==> src/cle_pkg.sv <==
package cle_pkg;

	localparam int DEPTH   = 16;
	localparam int IDX_W   = $clog2(DEPTH);
	localparam int CNT_W   = $clog2(DEPTH + 1);
	localparam int DATA_W  = 32;
	localparam int CMD_W   = 2;
	localparam int POS_W   = 8;
	localparam int STAT_W  = 2;
	localparam int OCC_W   = 5;

	localparam logic [CMD_W-1:0] CMD_INS_HEAD = 2'd0;
	localparam logic [CMD_W-1:0] CMD_INS_TAIL = 2'd1;
	localparam logic [CMD_W-1:0] CMD_DELETE   = 2'd2;
	localparam logic [CMD_W-1:0] CMD_DUMP     = 2'd3;

	localparam logic [STAT_W-1:0] STAT_OK     = 2'd0;
	localparam logic [STAT_W-1:0] STAT_FULL   = 2'd1;
	localparam logic [STAT_W-1:0] STAT_EMPTY  = 2'd2;
	localparam logic [STAT_W-1:0] STAT_BADPOS = 2'd3;

	typedef struct packed {
		logic             start;
		logic [POS_W-1:0] dividend;
		logic [CNT_W-1:0] divisor;
	} mod_req_t;

	typedef struct packed {
		logic             done;
		logic [CNT_W-1:0] rem;
	} mod_rsp_t;

	// (base + off) mod DEPTH, with off <= DEPTH
	function automatic logic [IDX_W-1:0] ring_idx(input logic [IDX_W-1:0] base,
		input logic [CNT_W-1:0] off);
		logic [CNT_W:0] sum;
		sum = (CNT_W+1)'(base) + (CNT_W+1)'(off);
		if (sum >= (CNT_W+1)'(DEPTH)) begin
			sum = sum - (CNT_W+1)'(DEPTH);
		end
		return sum[IDX_W-1:0];
	endfunction

endpackage

==> src/cle_if.sv <==
interface cle_cmd_if;
	logic                              valid;
	logic                              ready;
	logic [cle_pkg::CMD_W-1:0]         cmd;
	logic signed [cle_pkg::DATA_W-1:0] item_value;
	logic [cle_pkg::POS_W-1:0]         position;

	modport source (output valid, cmd, item_value, position, input ready);
	modport sink (input valid, cmd, item_value, position, output ready);
endinterface

interface cle_rsp_if;
	logic                              valid;
	logic                              ready;
	logic signed [cle_pkg::DATA_W-1:0] read_value;
	logic                              last_item;
	logic [cle_pkg::STAT_W-1:0]        status;
	logic [cle_pkg::OCC_W-1:0]         occupancy;

	modport source (output valid, read_value, last_item, status, occupancy, input ready);
	modport sink (input valid, read_value, last_item, status, occupancy, output ready);
endinterface

==> src/circular_list_engine.sv <==
// Circular list of up to DEPTH signed 32-bit values held in a single-port-write,
// registered-read RAM, one command at a time. Insert at head or tail writes the
// RAM on accept. Dump handles each element as a read, then a load of the result
// register; an empty list gives an empty status. Delete first finds the
// remainder of (position - 1) modulo the length (8-step serial unit), then moves
// up to DEPTH-2 elements down; each move is a RAM read followed by a write. Errors
// (full, empty, position 0) leave the list untouched. A pending result in the
// output register stalls only the next result, not the accept of the command.
module circular_list_engine (
	input  logic       clk,
	input  logic       arst_n,
	cle_cmd_if.sink    req,
	cle_rsp_if.source  rsp
);

	typedef enum logic [6:0] {
		ST_IDLE      = 7'b0000001,
		ST_MOD       = 7'b0000010,
		ST_SHIFT_RD  = 7'b0000100,
		ST_SHIFT_WR  = 7'b0001000,
		ST_DUMP_RD   = 7'b0010000,
		ST_DUMP_WAIT = 7'b0100000,
		ST_EMIT      = 7'b1000000
	} state_t;

	state_t                          state_q;
	logic [cle_pkg::IDX_W-1:0]       head_q;
	logic [cle_pkg::CNT_W-1:0]       count_q;
	logic [cle_pkg::CNT_W-1:0]       idx_q;
	logic [cle_pkg::STAT_W-1:0]      status_q;

	logic                            rsp_valid_q;
	logic [cle_pkg::DATA_W-1:0]      rsp_value_q;
	logic                            rsp_last_q;
	logic [cle_pkg::STAT_W-1:0]      rsp_status_q;
	logic [cle_pkg::OCC_W-1:0]       rsp_occ_q;

	logic                            accept;
	logic                            out_free;
	logic                            full;
	logic                            empty;
	logic                            dump_last;
	logic                            load_emit;
	logic                            load_dump;
	logic [cle_pkg::IDX_W-1:0]       head_dec;

	logic                            ram_we;
	logic [cle_pkg::IDX_W-1:0]       ram_waddr;
	logic [cle_pkg::DATA_W-1:0]      ram_wdata;
	logic                            ram_re;
	logic [cle_pkg::IDX_W-1:0]       ram_raddr;
	logic [cle_pkg::DATA_W-1:0]      ram_rdata;

	cle_pkg::mod_req_t               mod_req;
	cle_pkg::mod_rsp_t               mod_rsp;

	assign req.ready = (state_q == ST_IDLE);
	assign accept    = req.valid && req.ready;
	assign out_free  = !rsp_valid_q || rsp.ready;
	assign full      = (count_q == cle_pkg::CNT_W'(cle_pkg::DEPTH));
	assign empty     = (count_q == '0);
	assign dump_last = (cle_pkg::CNT_W'(idx_q + 1'b1) == count_q);
	assign load_emit = (state_q == ST_EMIT) && out_free;
	assign load_dump = (state_q == ST_DUMP_WAIT) && out_free;
	assign head_dec  = (head_q == '0) ? cle_pkg::IDX_W'(cle_pkg::DEPTH - 1) : head_q - 1'b1;

	assign mod_req.start    = accept && (req.cmd == cle_pkg::CMD_DELETE) && !empty
	                          && (req.position != '0);
	assign mod_req.dividend = req.position - 1'b1;
	assign mod_req.divisor  = count_q;

	// storage port control; a move reads the upper entry, then writes the lower one
	always_comb begin
		ram_we    = 1'b0;
		ram_waddr = head_dec;
		ram_wdata = req.item_value;
		ram_re    = 1'b0;
		ram_raddr = cle_pkg::ring_idx(head_q, idx_q);
		if (accept && !full) begin
			if (req.cmd == cle_pkg::CMD_INS_HEAD) begin
				ram_we = 1'b1;
			end else if (req.cmd == cle_pkg::CMD_INS_TAIL) begin
				ram_we    = 1'b1;
				ram_waddr = cle_pkg::ring_idx(head_q, count_q);
			end
		end
		if (state_q == ST_SHIFT_RD) begin
			ram_re    = 1'b1;
			ram_raddr = cle_pkg::ring_idx(head_q, cle_pkg::CNT_W'(idx_q + 1'b1));
		end
		if (state_q == ST_SHIFT_WR) begin
			ram_we    = 1'b1;
			ram_waddr = cle_pkg::ring_idx(head_q, idx_q);
			ram_wdata = ram_rdata;
		end
		if (state_q == ST_DUMP_RD) begin
			ram_re = 1'b1;
		end
	end

	always_ff @(posedge clk or negedge arst_n) begin
		if (!arst_n) begin
			state_q  <= ST_IDLE;
			head_q   <= '0;
			count_q  <= '0;
			idx_q    <= '0;
			status_q <= cle_pkg::STAT_OK;
		end else begin
			unique case (state_q)
				ST_IDLE: begin
					if (accept) begin
						unique case (req.cmd)
							cle_pkg::CMD_INS_HEAD: begin
								state_q <= ST_EMIT;
								if (full) begin
									status_q <= cle_pkg::STAT_FULL;
								end else begin
									status_q <= cle_pkg::STAT_OK;
									head_q   <= head_dec;
									count_q  <= count_q + 1'b1;
								end
							end
							cle_pkg::CMD_INS_TAIL: begin
								state_q <= ST_EMIT;
								if (full) begin
									status_q <= cle_pkg::STAT_FULL;
								end else begin
									status_q <= cle_pkg::STAT_OK;
									count_q  <= count_q + 1'b1;
								end
							end
							cle_pkg::CMD_DELETE: begin
								if (empty) begin
									status_q <= cle_pkg::STAT_EMPTY;
									state_q  <= ST_EMIT;
								end else if (req.position == '0) begin
									status_q <= cle_pkg::STAT_BADPOS;
									state_q  <= ST_EMIT;
								end else begin
									state_q <= ST_MOD;
								end
							end
							cle_pkg::CMD_DUMP: begin
								if (empty) begin
									status_q <= cle_pkg::STAT_EMPTY;
									state_q  <= ST_EMIT;
								end else begin
									idx_q   <= '0;
									state_q <= ST_DUMP_RD;
								end
							end
							default: begin
								state_q <= ST_IDLE;
							end
						endcase
					end
				end
				ST_MOD: begin
					if (mod_rsp.done) begin
						status_q <= cle_pkg::STAT_OK;
						if (mod_rsp.rem == '0) begin
							head_q  <= cle_pkg::ring_idx(head_q, cle_pkg::CNT_W'(1));
							count_q <= count_q - 1'b1;
							state_q <= ST_EMIT;
						end else if (cle_pkg::CNT_W'(mod_rsp.rem + 1'b1) < count_q) begin
							idx_q   <= mod_rsp.rem;
							state_q <= ST_SHIFT_RD;
						end else begin
							count_q <= count_q - 1'b1;
							state_q <= ST_EMIT;
						end
					end
				end
				ST_SHIFT_RD: begin
					state_q <= ST_SHIFT_WR;
				end
				ST_SHIFT_WR: begin
					idx_q <= idx_q + 1'b1;
					if (cle_pkg::CNT_W'(idx_q + 2'd2) < count_q) begin
						state_q <= ST_SHIFT_RD;
					end else begin
						count_q <= count_q - 1'b1;
						state_q <= ST_EMIT;
					end
				end
				ST_DUMP_RD: begin
					state_q <= ST_DUMP_WAIT;
				end
				ST_DUMP_WAIT: begin
					if (out_free) begin
						if (dump_last) begin
							state_q <= ST_IDLE;
						end else begin
							idx_q   <= idx_q + 1'b1;
							state_q <= ST_DUMP_RD;
						end
					end
				end
				ST_EMIT: begin
					if (out_free) begin
						state_q <= ST_IDLE;
					end
				end
				default: begin
					state_q <= ST_IDLE;
				end
			endcase
		end
	end

	always_ff @(posedge clk or negedge arst_n) begin
		if (!arst_n) begin
			rsp_valid_q <= 1'b0;
		end else if (load_emit || load_dump) begin
			rsp_valid_q <= 1'b1;
		end else if (rsp.ready) begin
			rsp_valid_q <= 1'b0;
		end
	end

	always_ff @(posedge clk) begin
		if (load_emit) begin
			rsp_value_q  <= '0;
			rsp_last_q   <= 1'b1;
			rsp_status_q <= status_q;
			rsp_occ_q    <= cle_pkg::OCC_W'(count_q);
		end else if (load_dump) begin
			rsp_value_q  <= ram_rdata;
			rsp_last_q   <= dump_last;
			rsp_status_q <= cle_pkg::STAT_OK;
			rsp_occ_q    <= cle_pkg::OCC_W'(count_q);
		end
	end

	assign rsp.valid      = rsp_valid_q;
	assign rsp.read_value = rsp_value_q;
	assign rsp.last_item  = rsp_last_q;
	assign rsp.status     = rsp_status_q;
	assign rsp.occupancy  = rsp_occ_q;

	cle_ram #(
		.DEPTH (cle_pkg::DEPTH),
		.WIDTH (cle_pkg::DATA_W)
	) u_ram (
		.clk   (clk),
		.we    (ram_we),
		.waddr (ram_waddr),
		.wdata (ram_wdata),
		.re    (ram_re),
		.raddr (ram_raddr),
		.rdata (ram_rdata)
	);

	cle_mod u_mod (
		.clk    (clk),
		.arst_n (arst_n),
		.req    (mod_req),
		.rsp    (mod_rsp)
	);

endmodule

==> src/cle_ram.sv <==
module cle_ram #(
	parameter int DEPTH = 16,
	parameter int WIDTH = 32,
	localparam int AW = $clog2(DEPTH)
) (
	input  logic             clk,
	input  logic             we,
	input  logic [AW-1:0]    waddr,
	input  logic [WIDTH-1:0] wdata,
	input  logic             re,
	input  logic [AW-1:0]    raddr,
	output logic [WIDTH-1:0] rdata
);

	logic [WIDTH-1:0] mem [DEPTH];
	logic [WIDTH-1:0] rdata_q;

	always_ff @(posedge clk) begin
		if (we) begin
			mem[waddr] <= wdata;
		end
	end

	always_ff @(posedge clk) begin
		if (re) begin
			rdata_q <= mem[raddr];
		end
	end

	assign rdata = rdata_q;

endmodule

==> src/cle_mod.sv <==
module cle_mod (
	input  logic              clk,
	input  logic              arst_n,
	input  cle_pkg::mod_req_t req,
	output cle_pkg::mod_rsp_t rsp
);

	localparam int STEP_W = $clog2(cle_pkg::POS_W);

	logic                           busy_q;
	logic                           done_q;
	logic [STEP_W-1:0]              step_q;
	logic [cle_pkg::POS_W-1:0]      dvd_q;
	logic [cle_pkg::CNT_W-1:0]      div_q;
	logic [cle_pkg::CNT_W-1:0]      rem_q;
	logic [cle_pkg::CNT_W:0]        trial;
	logic [cle_pkg::CNT_W:0]        rem_nxt;

	// restoring remainder, one dividend bit per cycle
	always_comb begin
		trial = {rem_q, dvd_q[cle_pkg::POS_W-1]};
		if (trial >= (cle_pkg::CNT_W+1)'(div_q)) begin
			rem_nxt = trial - (cle_pkg::CNT_W+1)'(div_q);
		end else begin
			rem_nxt = trial;
		end
	end

	always_ff @(posedge clk or negedge arst_n) begin
		if (!arst_n) begin
			busy_q <= 1'b0;
			done_q <= 1'b0;
			step_q <= '0;
		end else begin
			done_q <= 1'b0;
			if (req.start) begin
				busy_q <= 1'b1;
				step_q <= '0;
			end else if (busy_q) begin
				step_q <= step_q + 1'b1;
				if (step_q == STEP_W'(cle_pkg::POS_W - 1)) begin
					busy_q <= 1'b0;
					done_q <= 1'b1;
				end
			end
		end
	end

	always_ff @(posedge clk) begin
		if (req.start) begin
			dvd_q <= req.dividend;
			div_q <= req.divisor;
			rem_q <= '0;
		end else if (busy_q) begin
			dvd_q <= {dvd_q[cle_pkg::POS_W-2:0], 1'b0};
			rem_q <= rem_nxt[cle_pkg::CNT_W-1:0];
		end
	end

	assign rsp.done = done_q;
	assign rsp.rem  = rem_q;

endmodule

==> src/flat_wrapper.sv <==
// flat-port wrapper written by rule: the top's interface ports become plain ports
module circular_list_engine_flat 
  (clk, arst_n, req_valid, req_cmd, req_item_value, req_position, req_ready, rsp_valid, rsp_read_value, rsp_last_item, rsp_status, rsp_occupancy, rsp_ready);
  cle_cmd_if req_i ();
  cle_rsp_if rsp_i ();
  input  logic clk;
  input  logic arst_n;
  input wire logic [$bits(req_i.valid)-1:0] req_valid;
  input wire logic [$bits(req_i.cmd)-1:0] req_cmd;
  input wire logic [$bits(req_i.item_value)-1:0] req_item_value;
  input wire logic [$bits(req_i.position)-1:0] req_position;
  output wire logic [$bits(req_i.ready)-1:0] req_ready;
  output wire logic [$bits(rsp_i.valid)-1:0] rsp_valid;
  output wire logic [$bits(rsp_i.read_value)-1:0] rsp_read_value;
  output wire logic [$bits(rsp_i.last_item)-1:0] rsp_last_item;
  output wire logic [$bits(rsp_i.status)-1:0] rsp_status;
  output wire logic [$bits(rsp_i.occupancy)-1:0] rsp_occupancy;
  input wire logic [$bits(rsp_i.ready)-1:0] rsp_ready;
  assign req_i.valid = req_valid;
  assign req_i.cmd = req_cmd;
  assign req_i.item_value = req_item_value;
  assign req_i.position = req_position;
  assign req_ready = req_i.ready;
  assign rsp_valid = rsp_i.valid;
  assign rsp_read_value = rsp_i.read_value;
  assign rsp_last_item = rsp_i.last_item;
  assign rsp_status = rsp_i.status;
  assign rsp_occupancy = rsp_i.occupancy;
  assign rsp_i.ready = rsp_ready;
  circular_list_engine u_core (.clk(clk), .arst_n(arst_n), .req(req_i), .rsp(rsp_i));
endmodule
==> config.mk <==
export PLATFORM = sky130hd
export DESIGN_NAME = circular_list_engine_flat
export DESIGN_NICKNAME = d
export VERILOG_FILES = /design/src/cle_pkg.sv /design/src/cle_if.sv /design/src/circular_list_engine.sv /design/src/cle_ram.sv /design/src/cle_mod.sv /design/src/flat_wrapper.sv
export SDC_FILE = /design/constraint.sdc
export NUM_CORES = 1
export LEC_CHECK = 0
export ABC_AREA = 1
export BUFFER_PORTS_ARGS = -buffer_cell sky130_fd_sc_hd__buf_2
export CAP_MARGIN = 20
export CORE_AREA = 8 8 248 250
export CTS_CLUSTER_SIZE = 14
export DETAILED_ROUTE_END_ITERATION = 10
export DIE_AREA = 0 0 256 258
export PLACE_DENSITY = 0.66
export SLEW_MARGIN = 20
export SYNTH_ARGS = -nofsm -noshare
export SYNTH_HDL_FRONTEND = slang
export SYNTH_SLANG_ARGS = --single-unit
==> constraint.sdc <==
create_clock -name clk -period 6.7 [get_ports clk]
set_clock_uncertainty 0.05 [all_clocks]
set_input_delay 1.005 -clock clk [delete_from_list [all_inputs] [get_ports clk]]
set_output_delay 1.005 -clock clk [all_outputs]
set_load 0.005 [all_outputs]
Word-level counts from Yosys, hierarchy flattened
Memories as Yosys holds them, arrays and structs flattened. A register that Yosys moved wholly into a read port is not among the register bits.
Cells that the tools add are included.
{"block": "totals", "latchBits": 0, "elab_cells": 181, "ram_bits": 512, "ff_bits": 87, "input_bits": 46, "memories": 1, "mem_bits_ro": 0}
{"block": "op_classes", "n_eq_ne": 30, "n_addsub": 17, "shifts": 0, "bitwise_logic": 0, "n_div": 0, "n_mux": 80, "n_mul": 0, "order_cmp": 7, "reduce_logical": 30}
{"memory": "u_core.u_ram.mem", "depth": 16, "word_bits": 32, "rd": 1, "rd_ports_with_merged_regs": 1, "wr": 1, "line": "cle_ram.sv:15", "text": "logic [WIDTH-1:0] mem [DEPTH];"}
{"cell": "$mux 5", "n": 19}
{"cell": "$mux 7", "n": 10}
{"cell": "$mux 4", "n": 15}
{"cell": "$pmux 7 s7", "n": 1}
{"cell": "$mux 32", "n": 1}
{"cell": "$pmux 7 s3", "n": 1}
{"cell": "$ne 2x2->1 const B", "n": 10}
{"cell": "$pmux 5 s4", "n": 1}
{"cell": "$sub 4x1->4 const B", "n": 5}
{"cell": "$add 4x5->6", "n": 3}
{"cell": "$ge 6x5->1 const B", "n": 3}
{"cell": "$mux 1", "n": 17}
{"cell": "$mux 8", "n": 2}
{"cell": "$add 5x1->5 const B", "n": 3}
{"cell": "$pmux 5 s3", "n": 1}
{"cell": "$mux 2", "n": 7}
{"cell": "$logic_not 5->1", "n": 2}
{"cell": "$lt 5x5->1", "n": 2}
{"cell": "$reduce_and 9->1", "n": 1}
{"cell": "$logic_not 8->1", "n": 1}
{"cell": "$ne 2x1->1 const B", "n": 4}
{"cell": "$pmux 4 s2", "n": 1}
{"cell": "$reduce_bool 2->1", "n": 4}
{"cell": "$reduce_bool 8->1", "n": 1}
{"cell": "other kinds (38)", "n": 49}

Depth between registers and ports, before layout
{"block": "logic_depth", "depth_word": 7, "depth_mapped": 14, "ltp_nobuf": 14}

Hierarchy
Synthesis repeated with hierarchy kept, for this count alone.
{"block": "unflattened", "cells_unflattened": 2949, "hier_area_um2": 28852.7}
{"mod": "cle_ram", "cells_per_inst": 2120, "n_inst": 1, "seq_area_each_um2": 16335.7, "area_per_inst_um2": 23050.9}
{"mod": "circular_list_engine", "cells_per_inst": 691, "n_inst": 1, "seq_area_each_um2": 1472.7, "area_per_inst_um2": 4600.7}
{"mod": "cle_mod", "cells_per_inst": 138, "n_inst": 1, "seq_area_each_um2": 615.6, "area_per_inst_um2": 1201.2}

Least setup slack after synthesis
No wires, ideal clock.
{"block": "synth_path", "kind": "flip-flop to flip-flop", "startpoint": "reg u_core.count_q[0] (netlist name)", "endpoint": "mem u_core.u_ram.mem[12][0] (enable)", "path_slack_ns": 3.035, "n_path_buf": 0, "t_arrival_ns": 3.194, "path_stages_with_launch": 12, "synth_period_minus_slack_ns": 3.665, "cell_sequence": "dfrtp_1 -> ha_1 -> inv_1 -> fa_1 -> xor2_1 -> o21ai_0 -> nand2_1 -> nand3_1 -> nand2_1 -> inv_1 -> nand3_1 -> nor2_1"}
{"block": "synth_between", "elab_chain_cells": 7}
{"item": "start, declared", "line": "circular_list_engine.sv:28", "text": "logic [cle_pkg::CNT_W-1:0] count_q;"}
{"item": "start signal, assigned", "line": "circular_list_engine.sv:120", "text": "count_q <= count_q + 1'b1;"}
{"item": "start signal, assigned", "line": "circular_list_engine.sv:129", "text": "count_q <= count_q + 1'b1;"}
{"item": "start signal, assigned", "line": "circular_list_engine.sv:163", "text": "count_q <= count_q - 1'b1;"}
{"item": "$add 4x5->6 / $eq 5x5->1 (equally long branches)", "line": "cle_pkg.sv:37, circular_list_engine.sv:60"}
{"item": "$ge 6x5->1, or another cell as far along", "line": "cle_pkg.sv:38", "text": "if (sum >= (CNT_W+1)'(DEPTH)) begin"}
{"item": "$mux 4 / $logic_and 1x1->1 (equally long branches)", "line": "cle_pkg.sv:38, circular_list_engine.sv:79"}
{"item": "$mux 4 / $mux 1 (equally long branches)", "line": "circular_list_engine.sv:82, circular_list_engine.sv:79"}
{"item": "$mux 4 / $mux 1 (equally long branches)", "line": "circular_list_engine.sv:80, circular_list_engine.sv:91"}
{"item": "$mux 4 / $mux 1 (equally long branches)", "line": "circular_list_engine.sv:79, cle_ram.sv:19"}
{"item": "$mux 4 / $mux 1 (equally long branches)", "line": "circular_list_engine.sv:91, cle_ram.sv:20"}
{"item": "end, declared", "line": "cle_ram.sv:15"}
Several ways; a longest one is shown, not always the timed one.

Final worst setup path
{"block": "layout_path", "startpoint": "reg u_core.count_q[0] (netlist name)", "endpoint": "mem u_core.u_ram.mem[12][24] (enable)"}
The elaborated chain is that of the path after synthesis.

==> impl_metrics.json <==
{
  "floorplan.initialDensity": 0.498,
  "period_needed_ns": 4.01,
  "setup_viol": 0,
  "r2r_end": "u_core.u_ram.mem[12][24]$_DFFE_PP_",
  "syn_avg_cell_area_sq_um": 10.2,
  "grt_pass1_vias": 19900,
  "cts_max_level": 3,
  "grt_pass1_wl_um": 115000,
  "path_clk_slew_ns": 0.06,
  "yosysSeqAreaShare": 0.645,
  "antenna_left": 0,
  "syn_inst": 2809,
  "ios": 88,
  "worstMarginPinSlew_ns": 1.36,
  "setup-tns-final_ns": 0,
  "synth_commonest_cells": "860 x nand2_1, 566 x nand3_1, 564 x edfxtp_1",
  "vias_per_cell": 5.57,
  "cts_buffer_depth": 3,
  "cts_resized": 0,
  "max_cap_viol_count": 0,
  "drt_iter0_drc": 2321,
  "required_ns": 6.93,
  "drcViolationCount": 0,
  "cts-root-buf": "clkbuf_16",
  "overflow": 0,
  "final_layout_size_suffix_gt1_frac": 0.0911,
  "grt_max_degree": 225,
  "switching_power_w": 0.00535,
  "worst_slack_ns": 2.69,
  "yosys.cell_types.count": 44,
  "dieArea_sq_mm": 0.0660,
  "synth_area_sq_mm": 0.0285,
  "dp_slack_ns": 2.53,
  "area_delta_synth_final_pct": 11.5,
  "swShare": 0.389,
  "io_buffers": 87,
  "antenna_cells": 0,
  "r2r_cells": 12,
  "seqPwrFrac": 0.361,
  "yosys_warnings": 0,
  "cellPowerDensity_mw_per_mm2": 432,
  "holdCritPathClass": "flip-flop to flip-flop",
  "ys_ff_latch": 631,
  "synth-main-ff-cell": "edfxtp_1",
  "cts-buffers-inserted": 66,
  "drt_first_pass_iters": 5,
  "cts_setup_buffers": 0,
  "clkSinkCount": 631,
  "cp-end-kind": "flip-flop",
  "min_path_cells": 2,
  "drv_slew": 0,
  "crit_fanout": 21,
  "holdPathEnd": "u_core.rsp.read_value[1]$_SDFFE_PP0P_",
  "power_frac_comb": 0.379,
  "hold_buffers": 0,
  "power_frac_clock": 0.260,
  "detailed_place_hpwl_um": 39900,
  "grt_setup_unrepaired": "false",
  "p_int_w": 0.00841,
  "r2r-start": "u_core.count_q[0]$_DFFE_PN0P_",
  "synth_area_leaders": "edfxtp_1 59%, nand2_1 11%, nand3_1 9.9%",
  "synth-async-reset-ratio": 0.0460,
  "coreArea_sq_mm": 0.0574,
  "clk_latency_ns": 0.60,
  "place_congestion": 0.881,
  "synth_area_leader_cell": "edfxtp_1",
  "vdd_ir_drop_max_v": 0.000351,
  "syn-num-nets": 2895,
  "max_freq_ghz": 0.249,
  "routed_wirelength_um": 74800,
  "status": "finished, final reports clean",
  "slew-limit-headroom": 0.0962,
  "rows": 88,
  "final_hold_viol_count": 0,
  "grt_usage": 0.221,
  "vias": 20400,
  "fin_crit_sh": 0.599,
  "post_drt_wl_per_cell_um": 20.4,
  "arrival_ns": 4.24,
  "synth-edff-count": 564,
  "hold_start": "u_core.rsp.read_value[1]$_SDFFE_PP0P_",
  "synth_top_area_frac": 0.593,
  "rrSetupSlack_ns": 2.69,
  "fillers": 4812,
  "cts_tree": "done",
  "worstSetupStartpointType": "flip-flop",
  "die_w_um": 256,
  "nets": 2933,
  "yosysMostFrequentCell": "nand2_1",
  "crit_type": "flip-flop to flip-flop",
  "p_leak_nw": 13.2,
  "grt_antenna_before_repair": 0,
  "fp.dieH_um": 258
}
==> per-stage QoR <==
stage / std cells / instance area [sq um] / util / power [W] / hold WS, ns
2_1_floorplan: 2809 / 28500 / - / 0.00877 / 0.403
3_3_place_gp: 3541 / 29700 / 0.517 / 0.0101 / 0.397
3_5_place_dp: 3542 / 29700 / 0.517 / 0.0102 / 0.400
4_1_cts: 3662 / 31800 / 0.554 / 0.0138 / 0.409
5_1_grt: 3664 / 31800 / 0.555 / 0.0146 / 0.427
6_report: 3664 / 31800 / 0.555 / 0.0138 / 0.408
==> cells by family after synthesis <==
family	count (synthesis)	synth area share
and+or+nand+nor	1586	0.247
adders and majority gates	40	0.0188
DFF	631	0.645
xor gates and xnor gates	28	0.00859
buffers and inverters	430	0.0631
muxes	1	0.000351
AOI/OAI and AO/OA	93	0.0170
==> sequential cells by signal (all words and copies together) (netlist names) <==
| name | flops |
|---|---|
| u_core.u_ram.mem | 512 |
| u_core.rsp.read_value | 32 |
| u_core.u_ram.rdata | 32 |
| u_core.u_mod.dvd_q | 8 |
| u_core.state_q | 7 |
| u_core.count_q | 5 |
| u_core.idx_q | 5 |
| u_core.rsp.occupancy | 5 |
| u_core.u_mod.div_q | 5 |
| u_core.u_mod.rem_q | 5 |
| u_core.head_q | 4 |
| u_core.u_mod.step_q | 3 |
| u_core.rsp.status | 2 |
| u_core.status_q | 2 |
| u_core.rsp.last_item | 1 |
| u_core.rsp.valid | 1 |
| u_core.u_mod.busy_q | 1 |
| u_core.u_mod.done_q | 1 |
==> critical path: stages, from the launching register on <==
cell	delay [ns]
dfrtp_1	0.57
ha_1	0.23
inv_1	0.07
fa_1	0.43
xor2_1	0.15
o21ai_0	0.17
nand2_1	0.07
nand3_1	0.11
nand2_1	0.11
inv_1	0.08
nand3_1	0.30
nor2_4	0.91
buf_4	0.42
==> routing by layer <==
metal / vias up / part of all wire / GRT usage
li1: 9537 / - / -
met1: 9839 / 0.42 / 0.300
met2: 910 / 0.47 / 0.365
met3: 138 / 0.083 / 0.0324
met4: 0 / 0.025 / 0.0751
met5: - / 0 / 0
==> power by group through the flow <==
stage / sequential (W) / combinational, W / clock, W
5_1_grt: 0.00501 / 0.00582 / 0.00377
3_3_place_gp: 0.00504 / 0.00504 / 0
6_report: 0.00497 / 0.00522 / 0.00357
4_1_cts: 0.00497 / 0.00517 / 0.00363
3_5_place_dp: 0.00505 / 0.00514 / 0
2_1_floorplan: 0.00500 / 0.00377 / 0
==> cells in the final DEF, fill, tap and decap left out, types with 20 or more instances in the layout <==
master	netlist	final
a21oi_1	45	45
buf_2	99	87
buf_4	16	29
clkbuf_16	0	68
dfrtp_1	28	28
dfxtp_1	38	38
edfxtp_1	564	564
ha_1	35	35
inv_1	270	270
nand2_1	860	856
nand3_1	566	566
nand3b_1	66	66
nor2_1	58	41
nor2_4	2	20
o21ai_0	36	36
==> area by class of cell <==
cell class                 instances  area [sq um]  share of cell area
timing repair buffer             122           788              0.0248
inverter                         278          1050              0.0328
tap                              765           957              0.0301
clock inverter                    32           269             0.00845
sequential                       631         18400               0.579
clock buffer                      88          1840              0.0577
multi-input combinational       1748          8530               0.268
==> worst max-delay path by stage <==
stage / from / end / slack (ns) / cells after the start
2_1_floorplan: u_core.count_q[0]$_DFFE_PN0P_ / u_core.u_ram.mem[12][0]$_DFFE_PP_ / 3.04 / 11
5_1_grt: u_core.count_q[0]$_DFFE_PN0P_ / u_core.u_ram.mem[12][23]$_DFFE_PP_ / 2.43 / 12
3_3_place_gp: u_core.idx_q[0]$_DFFE_PN0P_ / u_core.u_ram.rdata[7]$_DFFE_PP_ / 2.53 / 11
6_report: u_core.count_q[0]$_DFFE_PN0P_ / u_core.u_ram.mem[12][24]$_DFFE_PP_ / 2.69 / 12
4_1_cts: u_core.idx_q[0]$_DFFE_PN0P_ / u_core.u_ram.rdata[7]$_DFFE_PP_ / 2.53 / 11
3_5_place_dp: u_core.idx_q[0]$_DFFE_PN0P_ / u_core.u_ram.rdata[13]$_DFFE_PP_ / 2.53 / 11
Note: power is estimated with default switching activity, not from simulation.
